[config.mk]
export PLATFORM = sky130hd
export DESIGN_NAME = mfb_box_clip
export DESIGN_NICKNAME = d
export VERILOG_FILES = /design/src/rtl/mfb_pkg.sv /design/src/rtl/mfb_box_clip.sv
export SDC_FILE = /design/constraint.sdc
export NUM_CORES = 1
export LEC_CHECK = 0
export BUFFER_PORTS_ARGS = -buffer_cell sky130_fd_sc_hd__buf_2
export CAP_MARGIN = 0
export CORE_MARGIN = 2
export CORE_UTILIZATION = 23
export DETAILED_ROUTE_END_ITERATION = 10
export PLACE_DENSITY = 0.56
export SYNTH_ARGS = -nofsm -noshare
export SYNTH_HDL_FRONTEND = slang
export SYNTH_SLANG_ARGS = --single-unit
[constraint.sdc]
create_clock -name vclk -period 5.89
set_clock_uncertainty 0.2 [all_clocks]
set_input_delay 1.178 -clock vclk [all_inputs]
set_output_delay 1.178 -clock vclk [all_outputs]
set_load 0.01 [all_outputs]
[src/rtl/mfb_pkg.sv]
`timescale 1ns / 1ps
// ----------------------------------------------------------------------------
// mfb_pkg: shared types and constants of the frame buffer drawing block
// Panel geometry, field widths, command codes and the box types that pass
// between the sequencer and the clipping unit.
// ----------------------------------------------------------------------------
package mfb_pkg;

  localparam int PANEL_WIDTH  = 296;
  localparam int PANEL_HEIGHT = 128;
  localparam int ROW_BYTES    = 16;
  localparam int FRAME_BYTES  = PANEL_WIDTH * ROW_BYTES;

  // Pixels with y at or beyond this limit are never stored.
  localparam int Y_LIMIT = (PANEL_HEIGHT < ROW_BYTES * 8) ? PANEL_HEIGHT : ROW_BYTES * 8;

  localparam int ACT_W  = 3;
  localparam int POS_W  = 11;
  localparam int SPAN_W = 10;
  localparam int RADR_W = 13;
  localparam int DATA_W = 8;

  localparam int AW = $clog2(FRAME_BYTES);
  localparam int XW = $clog2(PANEL_WIDTH + 1);
  localparam int YW = $clog2(Y_LIMIT + 1);
  localparam int CW = POS_W + 3;

  typedef enum logic [ACT_W-1:0] {
    ACT_CLEAR   = 3'd0,
    ACT_PIXEL   = 3'd1,
    ACT_HLINE   = 3'd2,
    ACT_VLINE   = 3'd3,
    ACT_OUTLINE = 3'd4,
    ACT_FILL    = 3'd5,
    ACT_READ    = 3'd6,
    ACT_NOP     = 3'd7
  } action_e;

  typedef struct packed {
    logic signed [CW-1:0] x;
    logic signed [CW-1:0] y;
    logic [SPAN_W-1:0]    w;
    logic [SPAN_W-1:0]    h;
  } box_t;

  typedef struct packed {
    logic          empty;
    logic [XW-1:0] x0;
    logic [XW-1:0] x1;
    logic [YW-1:0] y0;
    logic [YW-1:0] y1;
  } clip_t;

endpackage

[src/rtl/mfb_box_clip.sv]
`timescale 1ns / 1ps
// ----------------------------------------------------------------------------
// mfb_box_clip: box clipping unit
// Clips one box [x, x+w) by [y, y+h) to the stored panel area and flags
// boxes that cover no pixel.
// ----------------------------------------------------------------------------
module mfb_box_clip (
  input  mfb_pkg::box_t  box_i,
  output mfb_pkg::clip_t clip_o
);
  import mfb_pkg::*;

  localparam logic signed [CW-1:0] XLIM = CW'(PANEL_WIDTH);
  localparam logic signed [CW-1:0] YLIM = CW'(Y_LIMIT);

  logic signed [CW-1:0] w_s, h_s, xe, ye, x0s, x1s, y0s, y1s;

  always_comb begin
    w_s = $signed({{(CW-SPAN_W){1'b0}}, box_i.w});
    h_s = $signed({{(CW-SPAN_W){1'b0}}, box_i.h});
    xe  = box_i.x + w_s;
    ye  = box_i.y + h_s;
    x0s = (box_i.x < 0) ? '0 : box_i.x;
    y0s = (box_i.y < 0) ? '0 : box_i.y;
    x1s = (xe > XLIM) ? XLIM : xe;
    y1s = (ye > YLIM) ? YLIM : ye;
    clip_o.empty = (box_i.w == '0) || (box_i.h == '0) || (x0s >= x1s) || (y0s >= y1s);
    clip_o.x0 = x0s[XW-1:0];
    clip_o.x1 = x1s[XW-1:0];
    clip_o.y0 = y0s[YW-1:0];
    clip_o.y1 = y1s[YW-1:0];
  end

endmodule

==> out/qor.csv <==
stage,metric,value,unit
status,status,"finished, violations left",
status,violations,negative setup slack,
synth,synth_top_family_by_area,simple AND/OR/NAND/NOR gates,
global_route,grt_antenna_before_repair,0,
sta,slew_violations,0,
global_route,grt_pass1_vias,2721,
die,fp.dieW,102,µm
sta,timing.final.crit_share,113,%
routing,drtAntennaViolNets,0,
synth,synthAdderAreaFrac,28.0,%
sta,rsz0062_at_grt,true,
synth,synth_nets,401,
clock_tree,hold_buffers,0,
global_route,overflow,0,
routing,vias,2793,
synth,yosysTopAreaCellShare,26.1,%
final_layout,nets,568,
synth,synth-simple-area-share,32.2,%
die,std_cell_rows,35,
placed_design,dp_hpwl,6870,µm
routing,first_pass_iters,4,
final_layout,area_growth_syn_to_layout,65.7,%
routing,drc_errors,0,
hold_path,whs_endpoint,clip_o[29],
synth,synthXorXnorAreaFrac,9.20,%
final_layout,layout-drive-gt1-share,45.1,%
synth,yosys_warnings,0,
routing,wire_per_inst,12.8,µm
placed_design,port_buffers,83,
sta,period_needed,6.63,ns
synth,synth_area_leaders,"ha_1 (26%), nor2b_1 (8.8%), a21o_1 (5.8%)",
critical_path,crit_family,simple AND/OR/NAND/NOR gates,
critical_path,slowest_delay,0.54,ns
die,die_h,102,µm
synth,synth_cell_type_count,50,
die,core_area,9280,µm²
synth,synthMuxAreaShare,0.909,%
placed_design,dp_cells,595,
routing,vias_per_cell,4.66,
final_layout,clkbuf_count,0,
synth,synth_top_area_cell,ha_1,
hold_path,hp-start,box_i[38],
sta,worst_pin_slew,0.486,ns
critical_path,worst_path_max_delay_cell,or4_4,
hold_path,hold_path_class,input port to output port,
critical_path,worstPathArrival,5.26,ns
hold_path,hold_path_depth,3,
critical_path,criticalPathCategory,input port to output port,
power_and_ir_drop,leakagePower,0.00185,µW
final_layout,design_area,3650,µm²
final_layout,diodes,0,
final_layout,fin_cells,599,
sta,maxClockFrequency,0.151,GHz
global_route,grt_first_pass_wirelength,12100,µm
sta,max-slew-margin-rel,67.3,%
final_layout,seqCellArea,0,µm²
power_and_ir_drop,p_per_area,118,nW/µm²
critical_path,worst_setup_path_start_kind,input port,
synth,netlist_area,2200,µm²
routing,drt_wl_total,7700,µm
final_layout,nFlopsAndLatches,0,
die,boundaryPins,83,
sta,fin_ws,-0.745,ns
power_and_ir_drop,ir_worst_vdd,24.8,µV
critical_path,cp-end-kind,output port,
critical_path,path_cells,"buf_8, ha_4, fa_2, buf_6, xor2_4, nor3_2, o21ai_1, and4b_1, o2bb2ai_4, a2111oi_4, nor2_2, or2_1, ha_2, a21o_1, a21oi_2, nor2b_1, o21ai_1, o211ai_1, o221ai_2, nand4_1, or4_4, buf_6",
synth,syn_area_per_cell,7.22,µm²
synth,syn-instance-count,305,
sta,hold_viol_final,0,
synth,ys_top_cells_by_count,"ha_1 (46), nor2b_1 (31), nor2_1 (27), nand2_1 (22), a21oi_1 (19)",
synth,synth_compound_area_share,26.7,%
global_route,grt_max_degree,16,
synth,ys_seq_area_share,0,%
critical_path,crit_buf_inv,3,
final_layout,fin_util,39.3,%
routing,initialDrtViolationCount,75,
die,die-area,10400,µm²
critical_path,worstPathMaxFanout,3,
die,start_util,23.7,%
sta,setup_viol,1,
global_route,grt_use_total,14.1,%
placed_design,preCtsSetupSlack,-0.814,ns
power_and_ir_drop,finalPower,430,µW
run,drv_cap,0,
placed_design,gp_congestion,0.907,
synth,synth_most_common_cell,ha_1,
placed_design,place_area,3440,µm²
critical_path,critPathRequiredTime,4.51,ns
area by class of cell:
class	count	area (µm²)
fillers	994	5630
multi-input cells	288	2330
repair buffers	172	1120
well taps	129	161
inverters	10	37.5
timing repair:
item | in CTS | in global routing
setup buffers | 2 | 2
pin swaps | 15 | 20
resized for setup | 10 | 25
setup endpoints to repair | 1 | 1
cells in the final DEF (no fill, tap or decap), drive strengths merged, types with 2 or more instances in the layout:
cell type  netlist  routed
a2111oi          3       3
a211oi           6       6
a21o            17      17
a21oi           19      19
a31oi            2       2
and3             4       4
buf              0     172
fa               2       2
ha              46      46
inv             10      10
mux2i            2       2
nand2           22      22
nand2b          11      11
nand3            9       9
nand4            3       3
nor2            28      28
nor2b           31      31
nor3             6       6
nor3b            2       2
nor4             4       4
o211ai           4       4
o21a             2       2
o21ai           16      16
o21bai           4       4
or2             10      10
xnor2           13      13
xor2             8       8
cell families after synthesis:
logic type	count (synthesis)
compound gates	83
fa+ha+maj	48
buf+inv	17
simple gates	134
mux	2
xor+xnor	21
worst min-delay path, stage by stage:
cell and delay, ns:
buf_2 0.11, nor2b_1 0.14, buf_2 0.14
power by group:
group	internal (µW)	total, µW	switching (µW)
logic	224	430	206
registers	0	0	0
clock network	0	0	0
how the worst max path moves through the flow:
stage                    from          to  slack (ns)  depth (start not counted)
floorplan            box_i[0]  clip_o[34]       -0.17                         19
global placement    box_i[17]  clip_o[34]       -0.79                         20
detailed placement  box_i[10]  clip_o[34]       -0.81                         21
CTS                  box_i[0]  clip_o[34]       -0.74                         21
global route        box_i[20]  clip_o[34]       -0.93                         22
finish              box_i[20]  clip_o[34]       -0.74                         22
stage by stage:
| step | TNS [ns] | hold WS (ns) |
|---|---|---|
| after CTS | -0.744 | 2.54 |
| after floorplan | -0.166 | 2.21 |
| final | -0.745 | 2.53 |
| after detailed placement | -0.814 | 2.54 |
| after global routing | -0.933 | 2.55 |
| after global placement | -0.791 | 2.54 |
routing by layer:
layer / up-vias / wire length, µm / track usage (%)
met5: - / 0 / 0
met4: 0 / 227 / 3.59
met3: 16 / 209 / 0.752
met2: 43 / 4030 / 26.4
met1: 1296 / 3230 / 17.5
li1: 1438 / - / -
(Power assumes the default switching activity.)
